[config.mk]
export PLATFORM = sky130hd
export DESIGN_NAME = ultrasonic_echo_ranger_flat
export DESIGN_NICKNAME = d
export VERILOG_FILES = /design/src/uer_pkg.sv /design/src/uer_if.sv /design/src/uer_csr.sv /design/src/uer_ctrl.sv /design/src/uer_range.sv /design/src/ultrasonic_echo_ranger.sv /design/src/flat_wrapper.sv
export VERILOG_INCLUDE_DIRS = /design/src /design/src/src
export SDC_FILE = /design/constraint.sdc
export NUM_CORES = 1
export LEC_CHECK = 0
export BUFFER_PORTS_ARGS = -buffer_cell sky130_fd_sc_hd__buf_4
export CORE_MARGIN = 4
export CORE_UTILIZATION = 40
export DETAILED_ROUTE_END_ITERATION = 10
export PLACE_DENSITY_LB_ADDON = 0.2
export SYNTH_ARGS = -nofsm -noshare
export SYNTH_HDL_FRONTEND = slang
export SYNTH_SLANG_ARGS = --single-unit
export TNS_END_PERCENT = 1
[constraint.sdc]
create_clock -name clock -period 7.3 [get_ports clock]
set_input_delay 0.73 -clock clock [delete_from_list [all_inputs] [get_ports clock]]
set_output_delay 0.73 -clock clock [all_outputs]
set_load 0.01 [all_outputs]
[src/ultrasonic_echo_ranger_assert.svh]
// Assertion macros for the ultrasonic echo ranger.
// Depends on nothing; included by the top level only.
`ifndef ULTRASONIC_ECHO_RANGER_ASSERT_SVH
`define ULTRASONIC_ECHO_RANGER_ASSERT_SVH

// Check cons in the same cycle whenever ante holds.
`define UER_ASSERT_SAME(label, clk, rst, ante, cons) \
   label: assert property (@(posedge clk) disable iff (rst) (ante) |-> (cons)) \
      else $error("uer assertion failed");

// Check cons in the cycle after ante holds.
`define UER_ASSERT_NEXT(label, clk, rst, ante, cons) \
   label: assert property (@(posedge clk) disable iff (rst) (ante) |=> (cons)) \
      else $error("uer assertion failed");

`endif

[src/uer_pkg.sv]
// Shared types and constants for the ultrasonic echo ranger.
// Depends on nothing; used by every module of the block.
package uer_pkg;

   localparam int TICK_W      = 17;
   localparam int DIST_W      = 17;
   localparam int CSR_DATA_W  = 17;
   localparam int CSR_INDEX_W = 3;
   localparam int MUL_W       = 15;
   localparam int PROD_W      = TICK_W + MUL_W;
   localparam int DIST_SHIFT  = 14;

   localparam logic [MUL_W-1:0]  DIST_MUL = MUL_W'(28099);
   localparam logic [DIST_W-1:0] DIST_MAX = DIST_W'(131071);

   // Register reset values
   localparam logic [7:0]  SETTLE_RST  = 8'd2;
   localparam logic [7:0]  TRIGGER_RST = 8'd10;
   localparam logic [15:0] TIMEOUT_RST = 16'd30000;
   localparam logic [16:0] MID_RST     = 17'd1500;
   localparam logic [16:0] FAR_RST     = 17'd2500;

   typedef enum logic [CSR_INDEX_W-1:0] {
      CSR_SETTLE  = 3'd0,
      CSR_TRIGGER = 3'd1,
      CSR_TIMEOUT = 3'd2,
      CSR_MID     = 3'd3,
      CSR_FAR     = 3'd4
   } csr_index_type;

   typedef enum logic [2:0] {
      PH_IDLE   = 3'd0,
      PH_SETTLE = 3'd1,
      PH_TRIG   = 3'd2,
      PH_RISE   = 3'd3,
      PH_HIGH   = 3'd4
   } phase_type;

   typedef enum logic [1:0] {
      ST_OK         = 2'd0,
      ST_NO_ECHO    = 2'd1,
      ST_ECHO_STUCK = 2'd2
   } status_type;

   typedef struct packed {
      logic [7:0]        settle_ticks;
      logic [7:0]        trigger_ticks;
      logic [15:0]       timeout_ticks;
      logic [DIST_W-1:0] mid_threshold;
      logic [DIST_W-1:0] far_threshold;
   } cfg_type;

   // Per-beat outcome of the phase machine
   typedef struct packed {
      logic              trigger;
      logic              busy;
      logic              done;
      logic              good;
      status_type        status;
      logic [TICK_W-1:0] ticks;
   } evt_type;

   // Lamp bits: far, mid, near
   typedef struct packed {
      logic far_on;
      logic mid_on;
      logic near_on;
   } lamp_type;

endpackage

[src/uer_if.sv]
// Valid/ready channel interfaces for the ultrasonic echo ranger.
// Depends on uer_pkg for field widths.
interface uer_req_if;
   logic valid;
   logic ready;
   logic start_req;
   logic echo_level;

   modport source (output valid, output start_req, output echo_level, input ready);
   modport sink (input valid, input start_req, input echo_level, output ready);
endinterface

interface uer_rsp_if;
   logic                      valid;
   logic                      ready;
   logic                      trigger_level;
   logic                      busy_res;
   logic                      done_res;
   logic [1:0]                status;
   logic [uer_pkg::DIST_W-1:0] distance;
   logic                      lamp_far;
   logic                      lamp_mid;
   logic                      lamp_near;

   modport source (output valid, output trigger_level, output busy_res, output done_res,
                   output status, output distance, output lamp_far, output lamp_mid,
                   output lamp_near, input ready);
   modport sink (input valid, input trigger_level, input busy_res, input done_res,
                 input status, input distance, input lamp_far, input lamp_mid,
                 input lamp_near, output ready);
endinterface

[src/uer_csr.sv]
// Configuration register file for the ultrasonic echo ranger.
// Depends on uer_pkg for register indexes, reset values and cfg_type.
module uer_csr (
   input  logic                             clock,
   input  logic                             reset,
   input  logic                             csr_we,
   input  logic [uer_pkg::CSR_INDEX_W-1:0]  csr_index,
   input  logic [uer_pkg::CSR_DATA_W-1:0]   csr_wdata,
   output uer_pkg::cfg_type                 cfg
);

   uer_pkg::cfg_type cfg_ff;
   uer_pkg::cfg_type cfg_in;

   // Write one register; indexes past the list are dropped
   always_comb begin
      cfg_in = cfg_ff;
      if (csr_we) begin
         unique case (csr_index)
            uer_pkg::CSR_SETTLE:  cfg_in.settle_ticks  = csr_wdata[7:0];
            uer_pkg::CSR_TRIGGER: cfg_in.trigger_ticks = csr_wdata[7:0];
            uer_pkg::CSR_TIMEOUT: cfg_in.timeout_ticks = csr_wdata[15:0];
            uer_pkg::CSR_MID:     cfg_in.mid_threshold = csr_wdata[uer_pkg::DIST_W-1:0];
            uer_pkg::CSR_FAR:     cfg_in.far_threshold = csr_wdata[uer_pkg::DIST_W-1:0];
            default:              cfg_in = cfg_ff;
         endcase
      end
   end

   always_ff @(posedge clock) begin
      if (reset) begin
         cfg_ff.settle_ticks  <= uer_pkg::SETTLE_RST;
         cfg_ff.trigger_ticks <= uer_pkg::TRIGGER_RST;
         cfg_ff.timeout_ticks <= uer_pkg::TIMEOUT_RST;
         cfg_ff.mid_threshold <= uer_pkg::MID_RST;
         cfg_ff.far_threshold <= uer_pkg::FAR_RST;
      end else begin
         cfg_ff <= cfg_in;
      end
   end

   assign cfg = cfg_ff;

endmodule

[src/uer_ctrl.sv]
// Phase machine and tick counter of the ultrasonic echo ranger.
// Depends on uer_pkg for phase_type, status_type, cfg_type and evt_type.
module uer_ctrl (
   input  logic             clock,
   input  logic             reset,
   input  logic             step,
   input  logic             start_req,
   input  logic             echo_level,
   input  uer_pkg::cfg_type cfg,
   output uer_pkg::evt_type evt
);

   uer_pkg::phase_type              phase_ff, phase_in;
   logic [uer_pkg::TICK_W-1:0]      tick_ff, tick_in;
   logic [uer_pkg::TICK_W-1:0]      tick_inc;
   logic                            over_limit;
   logic                            done;
   logic                            good;
   uer_pkg::status_type             status;

   assign tick_inc   = tick_ff + uer_pkg::TICK_W'(1);
   assign over_limit = tick_inc > uer_pkg::TICK_W'(cfg.timeout_ticks);

   // Next phase and count for one tick
   always_comb begin
      phase_in = phase_ff;
      tick_in  = tick_ff;
      done     = 1'b0;
      good     = 1'b0;
      status   = uer_pkg::ST_OK;
      unique case (phase_ff)
         uer_pkg::PH_IDLE: begin
            if (start_req) begin
               phase_in = (cfg.settle_ticks != 8'd0) ? uer_pkg::PH_SETTLE : uer_pkg::PH_TRIG;
               tick_in  = uer_pkg::TICK_W'(1);
            end
         end
         uer_pkg::PH_SETTLE: begin
            if (tick_ff >= uer_pkg::TICK_W'(cfg.settle_ticks)) begin
               phase_in = uer_pkg::PH_TRIG;
               tick_in  = uer_pkg::TICK_W'(1);
            end else begin
               tick_in = tick_inc;
            end
         end
         uer_pkg::PH_TRIG: begin
            if (tick_ff >= uer_pkg::TICK_W'(cfg.trigger_ticks)) begin
               phase_in = uer_pkg::PH_RISE;
               tick_in  = '0;
            end else begin
               tick_in = tick_inc;
            end
         end
         uer_pkg::PH_RISE: begin
            if (echo_level) begin
               phase_in = uer_pkg::PH_HIGH;
               tick_in  = uer_pkg::TICK_W'(1);
            end else if (over_limit) begin
               phase_in = uer_pkg::PH_IDLE;
               tick_in  = '0;
               done     = 1'b1;
               status   = uer_pkg::ST_NO_ECHO;
            end else begin
               tick_in = tick_inc;
            end
         end
         uer_pkg::PH_HIGH: begin
            if (!echo_level) begin
               phase_in = uer_pkg::PH_IDLE;
               tick_in  = '0;
               done     = 1'b1;
               good     = 1'b1;
            end else if (over_limit) begin
               phase_in = uer_pkg::PH_IDLE;
               tick_in  = '0;
               done     = 1'b1;
               status   = uer_pkg::ST_ECHO_STUCK;
            end else begin
               tick_in = tick_inc;
            end
         end
         default: begin
            phase_in = uer_pkg::PH_IDLE;
            tick_in  = '0;
         end
      endcase
   end

   // Advance only on an accepted beat
   always_ff @(posedge clock) begin
      if (reset) begin
         phase_ff <= uer_pkg::PH_IDLE;
         tick_ff  <= '0;
      end else if (step) begin
         phase_ff <= phase_in;
         tick_ff  <= tick_in;
      end
   end

   assign evt.trigger = phase_in == uer_pkg::PH_TRIG;
   assign evt.busy    = phase_in != uer_pkg::PH_IDLE;
   assign evt.done    = done;
   assign evt.good    = good;
   assign evt.status  = status;
   assign evt.ticks   = tick_ff;

endmodule

[src/uer_range.sv]
// Distance conversion, band classification and held lamps.
// Depends on uer_pkg for widths, constants, cfg_type, evt_type and lamp_type.
module uer_range (
   input  logic                         clock,
   input  logic                         reset,
   input  logic                         step,
   input  uer_pkg::evt_type             evt,
   input  uer_pkg::cfg_type             cfg,
   output logic [uer_pkg::DIST_W-1:0]   distance_in,
   output uer_pkg::lamp_type            lamp_in
);

   logic [uer_pkg::PROD_W-1:0]             product;
   logic [uer_pkg::PROD_W-uer_pkg::DIST_SHIFT-1:0] scaled;
   logic [uer_pkg::DIST_W-1:0]             dist_new;
   uer_pkg::lamp_type                      lamp_new;
   logic [uer_pkg::DIST_W-1:0]             distance_ff;
   uer_pkg::lamp_type                      lamp_ff;
   logic                                   update;

   // Scale ticks to hundredths of a centimetre and saturate
   assign product  = uer_pkg::PROD_W'(evt.ticks) * uer_pkg::PROD_W'(uer_pkg::DIST_MUL);
   assign scaled   = product[uer_pkg::PROD_W-1:uer_pkg::DIST_SHIFT];
   assign dist_new = (scaled > (uer_pkg::PROD_W-uer_pkg::DIST_SHIFT)'(uer_pkg::DIST_MAX))
                     ? uer_pkg::DIST_MAX : scaled[uer_pkg::DIST_W-1:0];

   // Far test first, then mid
   always_comb begin
      lamp_new = '0;
      priority if (dist_new >= cfg.far_threshold) begin
         lamp_new.far_on = 1'b1;
      end else if (dist_new >= cfg.mid_threshold) begin
         lamp_new.mid_on = 1'b1;
      end else begin
         lamp_new.near_on = 1'b1;
      end
   end

   assign update      = step && evt.good;
   assign distance_in = update ? dist_new : distance_ff;
   assign lamp_in     = update ? lamp_new : lamp_ff;

   // Hold last good result
   always_ff @(posedge clock) begin
      if (reset) begin
         distance_ff <= '0;
         lamp_ff     <= '0;
      end else begin
         distance_ff <= distance_in;
         lamp_ff     <= lamp_in;
      end
   end

endmodule

[src/ultrasonic_echo_ranger.sv]
// Ultrasonic echo ranger: one request beat per tick, one response beat per request.
// The response to a request is valid in the cycle after the request is accepted.
// Throughput: one beat per cycle; the output register lets the next request in as a
// response drains, so the only stall is a full output register with rsp.ready low.
// Reset is synchronous and active high: phase idle, count, distance and lamps cleared,
// registers back to their defaults, no response pending.
`include "ultrasonic_echo_ranger_assert.svh"

module ultrasonic_echo_ranger (
   input  logic                            clock,
   input  logic                            reset,
   uer_req_if.sink                         req,
   uer_rsp_if.source                       rsp,
   input  logic                            csr_we,
   input  logic [uer_pkg::CSR_INDEX_W-1:0] csr_index,
   input  logic [uer_pkg::CSR_DATA_W-1:0]  csr_wdata
);

   uer_pkg::cfg_type              cfg;
   uer_pkg::evt_type              evt;
   logic [uer_pkg::DIST_W-1:0]    distance_in;
   uer_pkg::lamp_type             lamp_in;
   logic                          accept;
   logic                          rsp_valid_ff, rsp_valid_in;
   uer_pkg::evt_type              evt_ff;
   logic [uer_pkg::DIST_W-1:0]    distance_ff;
   uer_pkg::lamp_type             lamp_ff;

   uer_csr u_csr (
      .clock     (clock),
      .reset     (reset),
      .csr_we    (csr_we),
      .csr_index (csr_index),
      .csr_wdata (csr_wdata),
      .cfg       (cfg)
   );

   uer_ctrl u_ctrl (
      .clock      (clock),
      .reset      (reset),
      .step       (accept),
      .start_req  (req.start_req),
      .echo_level (req.echo_level),
      .cfg        (cfg),
      .evt        (evt)
   );

   uer_range u_range (
      .clock       (clock),
      .reset       (reset),
      .step        (accept),
      .evt         (evt),
      .cfg         (cfg),
      .distance_in (distance_in),
      .lamp_in     (lamp_in)
   );

   // Take a beat when the output register is empty or draining
   assign req.ready = !rsp_valid_ff || rsp.ready;
   assign accept    = req.valid && req.ready;

   always_comb begin
      rsp_valid_in = rsp_valid_ff;
      if (accept) begin
         rsp_valid_in = 1'b1;
      end else if (rsp.ready) begin
         rsp_valid_in = 1'b0;
      end
   end

   always_ff @(posedge clock) begin
      if (reset) begin
         rsp_valid_ff <= 1'b0;
      end else begin
         rsp_valid_ff <= rsp_valid_in;
      end
   end

   // Load the response payload
   always_ff @(posedge clock) begin
      if (accept) begin
         evt_ff      <= evt;
         distance_ff <= distance_in;
         lamp_ff     <= lamp_in;
      end
   end

   assign rsp.valid         = rsp_valid_ff;
   assign rsp.trigger_level = evt_ff.trigger;
   assign rsp.busy_res      = evt_ff.busy;
   assign rsp.done_res      = evt_ff.done;
   assign rsp.status        = evt_ff.status;
   assign rsp.distance      = distance_ff;
   assign rsp.lamp_far      = lamp_ff.far_on;
   assign rsp.lamp_mid      = lamp_ff.mid_on;
   assign rsp.lamp_near     = lamp_ff.near_on;

   `UER_ASSERT_NEXT(a_accept_gives_beat, clock, reset, accept, rsp_valid_ff)
   `UER_ASSERT_SAME(a_done_not_busy, clock, reset, rsp_valid_ff && evt_ff.done, !evt_ff.busy)
   `UER_ASSERT_SAME(a_trigger_busy, clock, reset, rsp_valid_ff && evt_ff.trigger, evt_ff.busy)
   `UER_ASSERT_SAME(a_status_on_done, clock, reset,
      rsp_valid_ff && (evt_ff.status != uer_pkg::ST_OK), evt_ff.done)
   `UER_ASSERT_SAME(a_lamps_onehot0, clock, reset, rsp_valid_ff, $onehot0(lamp_ff))

endmodule
[src/flat_wrapper.sv]
// flat-port wrapper written by rule: the top's interface ports become plain ports
module ultrasonic_echo_ranger_flat 
  (clock, reset, csr_we, csr_index, csr_wdata, req_valid, req_start_req, req_echo_level, req_ready, rsp_valid, rsp_trigger_level, rsp_busy_res, rsp_done_res, rsp_status, rsp_distance, rsp_lamp_far, rsp_lamp_mid, rsp_lamp_near, rsp_ready);
  uer_req_if req_i ();
  uer_rsp_if rsp_i ();
  input  logic clock;
  input  logic reset;
  input  logic csr_we;
  input  logic [uer_pkg::CSR_INDEX_W-1:0] csr_index;
  input  logic [uer_pkg::CSR_DATA_W-1:0] csr_wdata;
  input wire logic [$bits(req_i.valid)-1:0] req_valid;
  input wire logic [$bits(req_i.start_req)-1:0] req_start_req;
  input wire logic [$bits(req_i.echo_level)-1:0] req_echo_level;
  output wire logic [$bits(req_i.ready)-1:0] req_ready;
  output wire logic [$bits(rsp_i.valid)-1:0] rsp_valid;
  output wire logic [$bits(rsp_i.trigger_level)-1:0] rsp_trigger_level;
  output wire logic [$bits(rsp_i.busy_res)-1:0] rsp_busy_res;
  output wire logic [$bits(rsp_i.done_res)-1:0] rsp_done_res;
  output wire logic [$bits(rsp_i.status)-1:0] rsp_status;
  output wire logic [$bits(rsp_i.distance)-1:0] rsp_distance;
  output wire logic [$bits(rsp_i.lamp_far)-1:0] rsp_lamp_far;
  output wire logic [$bits(rsp_i.lamp_mid)-1:0] rsp_lamp_mid;
  output wire logic [$bits(rsp_i.lamp_near)-1:0] rsp_lamp_near;
  input wire logic [$bits(rsp_i.ready)-1:0] rsp_ready;
  assign req_i.valid = req_valid;
  assign req_i.start_req = req_start_req;
  assign req_i.echo_level = req_echo_level;
  assign req_ready = req_i.ready;
  assign rsp_valid = rsp_i.valid;
  assign rsp_trigger_level = rsp_i.trigger_level;
  assign rsp_busy_res = rsp_i.busy_res;
  assign rsp_done_res = rsp_i.done_res;
  assign rsp_status = rsp_i.status;
  assign rsp_distance = rsp_i.distance;
  assign rsp_lamp_far = rsp_i.lamp_far;
  assign rsp_lamp_mid = rsp_i.lamp_mid;
  assign rsp_lamp_near = rsp_i.lamp_near;
  assign rsp_i.ready = rsp_ready;
  ultrasonic_echo_ranger u_core (.clock(clock), .reset(reset), .req(req_i), .rsp(rsp_i), .csr_we(csr_we), .csr_index(csr_index), .csr_wdata(csr_wdata));
endmodule
==> results of run 1 <==
[layout by cell type, fill, tap and decap left out, drive strengths merged, types with 14 or more instances in the layout]
cell type    n
a21o        17
a21oi      111
ha         189
a211oi      20
fa          88
nor3        26
nand3b      17
clkbuf      17
xnor2       27
inv        235
nor2        74
nor2b       14
o31ai       15
edfxtp      25
nand2      172
dfxtp      107
nand4       21
buf        164
nand3       17
o21ai       37
[cell type report]
| type | count | share of cell area |
|---|---|---|
| Sequential cell | 132 | 0.196 |
| Inverter | 226 | 0.0573 |
| Tap cell | 390 | 0.0328 |
| Clock buffer | 17 | 0.0286 |
| Clock inverter | 15 | 0.0108 |
| Timing Repair Buffer | 164 | 0.0843 |
| Multi-Input combinational cell | 981 | 0.590 |
[power groups by stage]
stage | combinational [W] | clock [W] | sequential [W]
2_1_floorplan | 0.000111 | 0 | 0.000789
3_3_place_gp | 0.000186 | 0 | 0.000790
3_5_place_dp | 0.000188 | 0 | 0.000790
4_1_cts | 0.000190 | 0.000877 | 0.000774
5_1_grt | 0.000217 | 0.000915 | 0.000774
6_report | 0.000195 | 0.000866 | 0.000772
[flip-flops by register name, indices dropped and copies added (netlist names), 2 cells and up]
register	count
u_core.u_range.lamp_ff	3
u_core.u_range.distance_ff	17
u_core.u_ctrl.tick_ff	17
u_core.u_ctrl.phase_ff	3
u_core.rsp.status	2
u_core.u_csr.cfg	66
u_core.rsp.distance	17
[worst paths after layout]
check | start | end | slack [ps] | cells past startpoint
worst max register to register | u_core.u_ctrl.tick_ff[8]$_SDFFE_PP0P_ | u_core.u_range.lamp_ff[1]$_SDFF_PP0_ | 200 | 28
worst min register to register | u_core.u_csr.cfg[13]$_SDFFE_PP0P_ | u_core.u_csr.cfg[13]$_SDFFE_PP0P_ | 460 | 2
worst min-delay path | u_core.u_csr.cfg[13]$_SDFFE_PP0P_ | u_core.u_csr.cfg[13]$_SDFFE_PP0P_ | 460 | 2
worst max-delay path | u_core.u_ctrl.tick_ff[8]$_SDFFE_PP0P_ | u_core.u_range.lamp_ff[1]$_SDFF_PP0_ | 200 | 28
[stage by stage]
step	total power, W	hold slack, ps
2_1_floorplan	0.000899	436
3_3_place_gp	0.000976	444
3_5_place_dp	0.000978	448
4_1_cts	0.00184	457
5_1_grt	0.00191	477
6_report	0.00183	457
[worst min-delay path: cells and delay by family, from the launching register on]
| family | cells | cell delay, ps |
|---|---|---|
| DFF | 1 | 310 |
| and+or+nand+nor | 1 | 50 |
| AOI/OAI and AO/OA | 1 | 50 |
[synth_stat cells, types with 5 or more instances]
cell,number
a211o_1,10
a211oi_1,15
a21o_1,16
a21oi_1,109
a22o_1,10
and3_1,7
clkbuf_1,32
dfxtp_1,107
edfxtp_1,25
fa_1,88
ha_1,189
inv_1,226
nand2_1,171
nand2b_1,10
nand3_1,17
nand3b_1,17
nand4_1,21
nor2_1,68
nor2_4,5
nor2b_1,10
nor3_1,20
nor4_1,6
o21a_1,6
o21ai_0,33
o31ai_1,14
or2_1,5
xnor2_1,26
xor2_1,8
[routing by layer]
metal | up-vias | track usage | wire length, µm
met5 | - | 0 | 0
met4 | 0 | 0.0459 | 579
met3 | 44 | 0.0307 | 1840
met2 | 265 | 0.338 | 16300
met1 | 4949 | 0.306 | 17000
li1 | 4949 | - | -
[timing repair]
item / 4_1_cts / 5_1_grt
pin swaps: 8 / 55
setup endpoints to repair: 6 / 6
buffers inserted: 4 / 17
hold endpoints to repair: 0 / 0
cloned: 0 / 0
resized for setup: 26 / 87
[logic make-up (layout without fill, tap and decap cells)]
kind of cell    count (synthesis)  in the layout  synth area share
simple gates                  395            395             0.163
fa+ha+maj                     277            277             0.337
compound gates                272            272             0.150
buf+inv                       270            422            0.0874
flops                         132            132             0.236
xor+xnor                       35             35            0.0256
mux                             2              2           0.00174
==> metrics, run 1 <==
status=completed; width of the die=183 µm; Synth area leaders=ha_1 19%, dfxtp_1 17%, fa_1 14%; Avg Inst Size Synth=8.86 µm²; final setup violation count=0; Max Slew Vio Count=0; VDD IR max=0.000155 V; GRT Residual Overflow=0; dpl cells=1872; die area=0.0335 mm²; #FFs+latches synth=132; PortBufs=53; area fraction of the dominant cell type after synthesis=0.193; power density cells=123 mW/mm²; CTS root buf=clkbuf_16; number of flops mapped to enable cells by yosys=25; fmax=0.141 GHz; most used cell, CP=fa_1; DRC errors left=0; vias in the first global route=10200; setup_tns=0 ps; YS warnings=0; Int Pwr=0.00132 W; drt wl/cell=18.6 µm; Setup crit start kind=register; RD Place Congestion=0.917; max-cap viol count=0; final worst path period share=0.972; Clock Path Buffers=2; clk_lat worst skew=420 ps; Die Y-Extent=183 µm; Final Non-Filler Cells=1925; Core Area=0.0300 mm²; Post-Route Utilization=0.497; share of cells above drive strength 1=0.211; critical path peak fanout=7; predominant post-synthesis flop cell=dfxtp_1; Place WS=-161 ps; # IOs=54; ant diodes=0; Clock transition at path regs=70 ps; Rel. slew slack=0.256; first-pass GRT wire length=56.2 mm; Initial Util=0.409; DR pass1 iterations=8; final hold vios=0; P_sw=0.000514 W; Detail Placement HPWL=28.4 mm; CP endpoint kind=register; layout net count=1826; Global Route Usage Sum=0.212; pin count of the biggest net entering global routing=68; WS Path Type=register to register; Slew @ Worst Pin=1110 ps; Synth area leader=ha_1; initial DRC count=705; Clock Power Share=0.472; Fillers=2917; vias per inst=5.30; post-route cell area=0.0149 mm²; sequential share of power=0.421; Cell Rows=63; Syn Inst Count=1383; Slowest-stage cell, CP=fa_2; total number of vias=10200; Area Growth Syn to Fin=21.4%; CP max stage delay=560 ps; Period minus WS final=7100 ps; cell family with most CP delay=adder cells; combinational power share=0.106; sequential share of the synthesized area=0.236; H-tree Lvls=4; TritonCTS clock tree=built; area of the multi-input gates=0.00877 mm²; Routed WL=35.7 mm; Synth async-reset ratio=0; Post-Syn Area=0.0123 mm²; crit path DAT=7440 ps; setup ws final=203 ps; library cells used by synthesis=93; hold-fix buffers at CTS=0; CTS Buf Count=17; clock sinks=132; CP Buf/Inv Count=6; FF+latch area=0.00292 mm²; Leak=7.37 nW; Clock Skews=12.2 ps; DP Area=0.0136 mm²; Hold Crit Class=register to register; switching share of power=0.281; antenna violations before repair=0; Worst EP required=7640 ps; remaining antenna violation count=0; Synth Net Count=1687
(Power assumes the default switching activity.)
==> run 2, diff against run 1 <==
--- a/config.mk
+++ b/config.mk
@@ -6,6 +6,7 @@
 export SDC_FILE = /design/constraint.sdc
 export NUM_CORES = 1
 export LEC_CHECK = 0
+export ABC_AREA = 1
 export BUFFER_PORTS_ARGS = -buffer_cell sky130_fd_sc_hd__buf_4
 export CORE_MARGIN = 4
 export CORE_UTILIZATION = 40
==> run 2 against run 1 <==
Die area is 2.4% higher. Critical path depth is 2 higher. Sequential share of layout area is 0.97 points higher. Core utilization is 3.9 points lower. Register-to-register slack better by 200 ps. Synthesized area is 2.5% higher. Critical endpoint is now u_core.rsp.lamp_mid$_DFFE_PP_.
==> metrics, run 2 <==
status=completed; setup_tns=0 ps; vias per inst=5.08; hold-fix buffers at CTS=0; Post-Syn Area=0.0126 mm²; WS Path Type=register to register; Setup crit start kind=register; post-CTS resize count=0; final setup violation count=0; Core Area=0.0307 mm²; most common cell after layout, fill and taps aside=inv_1; antenna violations before repair=0; TritonCTS clock tree=built; reg2reg start=u_core.u_ctrl.tick_ff[6]$_SDFFE_PP0P_; DP Area=0.0135 mm²; Worst EP required=7470 ps; Avg Inst Size Synth=7.99 µm²; CTS root buf=clkbuf_16; PortBufs=53; Area Growth Syn to Fin=12.0%; Synth async-reset ratio=0; power density cells=130 mW/mm²; library cells used by synthesis=45; Period minus WS final=6900 ps; total number of vias=10400; layout net count=1947; final worst path period share=0.945; Max Slew Vio Count=0; most frequent cells in the layout=324 x inv_1, 226 x nand2_1, 189 x ha_1; Clock transition at path regs=60 ps; share of cells above drive strength 1=0.135; Die Y-Extent=185 µm; sequential share of the synthesized area=0.230; Clock Path Buffers=2; CP max stage delay=540 ps; Clock Skews=13.9 ps; critical path peak fanout=17; GRT Residual Overflow=0; RSZ-0062 raised after global routing=no; Initial Util=0.409; predominant post-synthesis flop cell=dfxtp_1; Routed WL=35.8 mm; Synth area leaders=ha_1 19%, dfxtp_1 17%, fa_1 14%; drt wl/cell=17.5 µm; H-tree Lvls=4; DR pass1 iterations=5; pin count of the biggest net entering global routing=60; crit path DAT=7070 ps; #FFs+latches synth=132; CP endpoint kind=register; Setup crit start=u_core.u_ctrl.tick_ff[6]$_SDFFE_PP0P_; die area=0.0343 mm²; RD Place Congestion=0.960; remaining antenna violation count=0; post-CTS setup buffers=0; Slew @ Worst Pin=1080 ps; worst hold start=u_core.u_csr.cfg[52]$_SDFFE_PP0P_; initial DRC count=657; Synth Net Count=1877; first-pass GRT wire length=56.4 mm; fmax=0.145 GHz; Hold Crit Class=register to register; Rel. slew slack=0.280; vias in the first global route=10200; max FFs per register=66; # IOs=54; area fraction of the dominant cell type after synthesis=0.188; Global Route Usage Sum=0.213; count leader, synth=inv_1; post-route cell area=0.0141 mm²; VDD IR max=0.000140 V; CTS Buf Count=17; YS warnings=0; clock sinks=132; final hold vios=0; Syn Inst Count=1573; Slowest-stage cell, CP=fa_1; clk_lat worst skew=430 ps; max-cap viol count=0; Cell Rows=64; Tot Pwr=0.00182 W; most used cell, CP=fa_1; Synth area leader=ha_1; ant diodes=0; synth cell count leaders=324 x inv_1, 226 x nand2_1, 189 x ha_1; width of the die=185 µm; Leak=7.45 nW; number of flops mapped to enable cells by yosys=25; DRC errors left=0; Detail Placement HPWL=29.6 mm
[run 2: changes by cell type after synthesis, moves of 15 or more]
cell / previous run / this run
inv_1: 226 / 324
nor2_1: 68 / 108
nand3_1: 17 / 36
o21ai_0: 33 / 90
or2_2: 3 / 18
o211ai_1: 4 / 19
xnor2_1: 26 / 11
nand3b_1: 17 / 2
nand2_1: 171 / 226
nand3_2: 0 / 16
nand2_2: 0 / 33
[run 2: kinds of logic (layout without fill, tap and decap cells)]
family / count (synthesis) / after routing / synth area share
AND/OR/NAND/NOR: 520 / 520 / 0.195
adder cells (fa/ha/maj): 277 / 277 / 0.328
AO/OA/AOI/OAI: 259 / 259 / 0.115
buffers and inverters: 355 / 438 / 0.111
XOR/XNOR: 30 / 30 / 0.0209
flip-flops: 132 / 132 / 0.230
[run 2: stage by stage]
stage | utilization | std cells | hold slack (ps) | worst slack (ps)
after floorplan | - | 1573 | 433 | 707
after global placement | 0.439 | 2020 | 454 | 334
after detailed placement | 0.439 | 2020 | 459 | 340
after CTS | 0.457 | 2052 | 468 | 323
after global routing | 0.458 | 2052 | 486 | 0.674
final | 0.458 | 2052 | 463 | 404
[run 2: layout make-up]
class                      instances  area (µm²)
timing repair buffer              80         601
sequential                       132        2900
clock buffer                      17         425
inverter                         326        1230
multi-input combinational       1086        8300
fill                            3102       16700
clock inverter                    15         133
tap                              396         495
[run 2: power breakdown]
part	leakage (nW)	switching, W	internal, W
logic	6.06	0.000140	0.0000767
registers	1.13	0.0000108	0.000771
clock network	0.266	0.000357	0.000470
[run 2: critical path, delay by kind of cell, from the launching register on]
| family | cells | cell delay [ps] |
|---|---|---|
| flops | 1 | 520 |
| buf+inv | 6 | 410 |
| simple gates | 13 | 1480 |
| compound gates | 3 | 490 |
| fa+ha+maj | 8 | 3740 |
[run 2: final timing paths]
path / end / slack [ps] / cells after the start
min reg2reg: u_core.u_csr.cfg[52]$_SDFFE_PP0P_ / 460 / 2
min: u_core.u_csr.cfg[52]$_SDFFE_PP0P_ / 460 / 2
max reg2reg: u_core.rsp.lamp_mid$_DFFE_PP_ / 400 / 30
max: u_core.rsp.lamp_mid$_DFFE_PP_ / 400 / 30
[run 2: per-layer routing]
layer  vias to the layer above  wire length [µm]  global-route usage  share of wire
met3                        37              1670              0.0283          0.047
met1                      4946             17000               0.303           0.47
li1                       5197                 -                   -              -
met5                         -                 0                   0              0
met2                       248             16400               0.339           0.46
met4                         0               725              0.0661          0.020
==> run 3, diff against run 2 <==
--- a/config.mk
+++ b/config.mk
@@ -7,10 +7,11 @@
 export NUM_CORES = 1
 export LEC_CHECK = 0
 export ABC_AREA = 1
-export BUFFER_PORTS_ARGS = -buffer_cell sky130_fd_sc_hd__buf_4
+export ABC_CLOCK_PERIOD_IN_PS = 7300
 export CORE_MARGIN = 4
 export CORE_UTILIZATION = 40
 export DETAILED_ROUTE_END_ITERATION = 10
+export DONT_BUFFER_PORTS = 1
 export PLACE_DENSITY_LB_ADDON = 0.2
 export SYNTH_ARGS = -nofsm -noshare
 export SYNTH_HDL_FRONTEND = slang
==> run 3 against run 2 <==
Non-clock buffer count is 49 lower. Core utilization is 0.83 points lower. Setup slack better by 62 ps. Largest cell class unchanged. Final area is 1.8% lower. Combinational power is 21% lower. Register-to-register slack better by 60 ps. Global-route usage hardly changed.
==> metrics, run 3 (synthesis results as in run 2) <==
Global Route Usage Sum=0.213; Core Area=0.0307 mm²; WS Path Type=register to register; most frequent cells in the layout=324 x inv_1, 226 x nand2_1, 186 x ha_1; Critical Path Stages=27; Setup crit start kind=register; Hold Crit Class=primary input to register; most common cell after layout, fill and taps aside=inv_1; power density cells=138 mW/mm²; CP endpoint kind=register; layout net count=1898; status=completed; GRT Residual Overflow=0; pin count of the biggest net entering global routing=60; max-cap viol count=0; final setup violation count=0; drt wl/cell=17.5 µm; area of the multi-input gates=0.00831 mm²; final worst path period share=0.936; DRC errors left=0; VDD IR max=0.000146 V; CTS root buf=clkbuf_16; cell family with most CP delay=adder cells; hold-fix buffers at CTS=0; Fillers=3134; # IOs=54; Tot Pwr=0.00190 W; TritonCTS clock tree=built; Routed WL=35.1 mm; RSZ-0062 raised after global routing=no; width of the die=185 µm; clock sinks=132; vias per inst=5.09; crit path DAT=7010 ps; antenna violations before repair=0; clk_lat worst skew=430 ps; Leak=7.24 nW; Max Slew Vio Count=0; die area=0.0343 mm²; PortBufs=0; Slowest-stage cell, CP=fa_1; ant diodes=0; CP max stage delay=540 ps; total number of vias=10200; reg2reg path depth=27; setup_tns=0 ps; r2r endpoint=u_core.rsp.lamp_mid$_DFFE_PP_; most used cell, CP=fa_1; FF+latch area=0.00291 mm²; Slew @ Worst Pin=989 ps; Die Y-Extent=185 µm; final hold vios=0; critical path peak fanout=6; Setup crit start=u_core.u_ctrl.tick_ff[7]$_SDFFE_PP0P_; Worst Setup EP=u_core.rsp.lamp_mid$_DFFE_PP_; Rel. slew slack=0.338; Initial Util=0.409; remaining antenna violation count=0; Cell Rows=64; Clock Path Buffers=2; first-pass GRT wire length=56.5 mm; max FFs per register=66; fmax=0.146 GHz; r2r setup slk=470 ps; Worst EP required=7470 ps; RD Place Congestion=0.963; Area Growth Syn to Fin=10.0%; Detail Placement HPWL=29.0 mm; Clock transition at path regs=70 ps; CTS Buf Count=17; H-tree Lvls=4; Fin Hold WS=369 ps; initial DRC count=712; DR pass1 iterations=5; CP Buf/Inv Count=4; Period minus WS final=6830 ps; Clock Skews=9.56 ps; share of cells above drive strength 1=0.113; vias in the first global route=10300; reg2reg start=u_core.u_ctrl.tick_ff[7]$_SDFFE_PP0P_
==> run 3: changes by cell type in the layout (fill, tap and decap cells not counted), sizes merged <==
cell,before,now
inv,329,332
buf,80,31
bufinv,1,4
clkinvlp,4,3
clkinv,7,2
==> run 3: worst min-delay path by stage <==
stage	slack, ps	start	cells past startpoint	end
after CTS	340	reset	1	u_core.u_ctrl.tick_ff[8]$_SDFFE_PP0P_
after global placement	450	u_core.u_range.lamp_ff[2]$_SDFF_PP0_	2	u_core.u_range.lamp_ff[2]$_SDFF_PP0_
after floorplan	430	u_core.u_csr.cfg[52]$_SDFFE_PP0P_	2	u_core.u_csr.cfg[52]$_SDFFE_PP0P_
after global routing	340	reset	1	u_core.u_ctrl.tick_ff[10]$_SDFFE_PP0P_
final	370	reset	1	u_core.u_ctrl.tick_ff[8]$_SDFFE_PP0P_
after detailed placement	450	u_core.u_range.lamp_ff[2]$_SDFF_PP0_	2	u_core.u_range.lamp_ff[2]$_SDFF_PP0_
==> run 3: final cells by class <==
| type | count | share of cell area |
|---|---|---|
| Clock inverter | 15 | 0.0159 |
| Timing Repair Buffer | 31 | 0.0168 |
| Sequential cell | 132 | 0.210 |
| Tap cell | 396 | 0.0358 |
| Clock buffer | 17 | 0.0308 |
| Multi-Input combinational cell | 1086 | 0.601 |
| Inverter | 326 | 0.0889 |
==> run 3: metal layers <==
layer | track usage | part of all wire | vias to the layer above
li1 | - | - | 5098
met1 | 0.295 | 0.47 | 4846
met2 | 0.348 | 0.46 | 225
met3 | 0.0324 | 0.050 | 36
met4 | 0.0575 | 0.020 | 0
met5 | 0 | 0 | -
==> run 3: stage by stage <==
step | area (µm²) | worst slack [ps] | utilization | instances
5_1_grt | 13800 | 3.32 | 0.450 | 2003
4_1_cts | 13800 | 133 | 0.447 | 2001
3_5_place_dp | 13100 | 135 | 0.426 | 1969
2_1_floorplan | 12600 | 707 | - | 1573
6_report | 13800 | 466 | 0.450 | 2003
3_3_place_gp | 13100 | 205 | 0.426 | 1969
==> run 3: worst register-to-register path: stages, from the launching register on <==
cell and delay [ps]:
dfxtp_2 450, fa_1 480, fa_1 510, inv_1 60
fa_1 470, inv_1 50, fa_1 500, fa_1 540
inv_1 60, fa_1 510, inv_1 50, ha_1 360
a21oi_1 200, o21ai_0 160, a21oi_1 170, nand2_2 110
nand2_1 70, nand2_1 60, xnor2_1 380, nand2_1 200
ha_1 340, nand4_1 110, nor4_1 290, nand2_1 80
nand4_1 150, nor2_2 70, o21ai_1 100, nand2_1 70
==> run 3: power breakdown <==
part | switching [W] | internal, W
Sequential | 0.0000168 | 0.000771
Clock | 0.000361 | 0.000581
Combinational | 0.000114 | 0.0000569
Total | 0.000492 | 0.00141
==> run 3: timing repair <==
action / in CTS / in global routing
resized for setup: 0 / 24
endpoints found under the setup margin: 0 / 6
buffers inserted: 0 / 2
endpoints found under the hold margin: 0 / 0
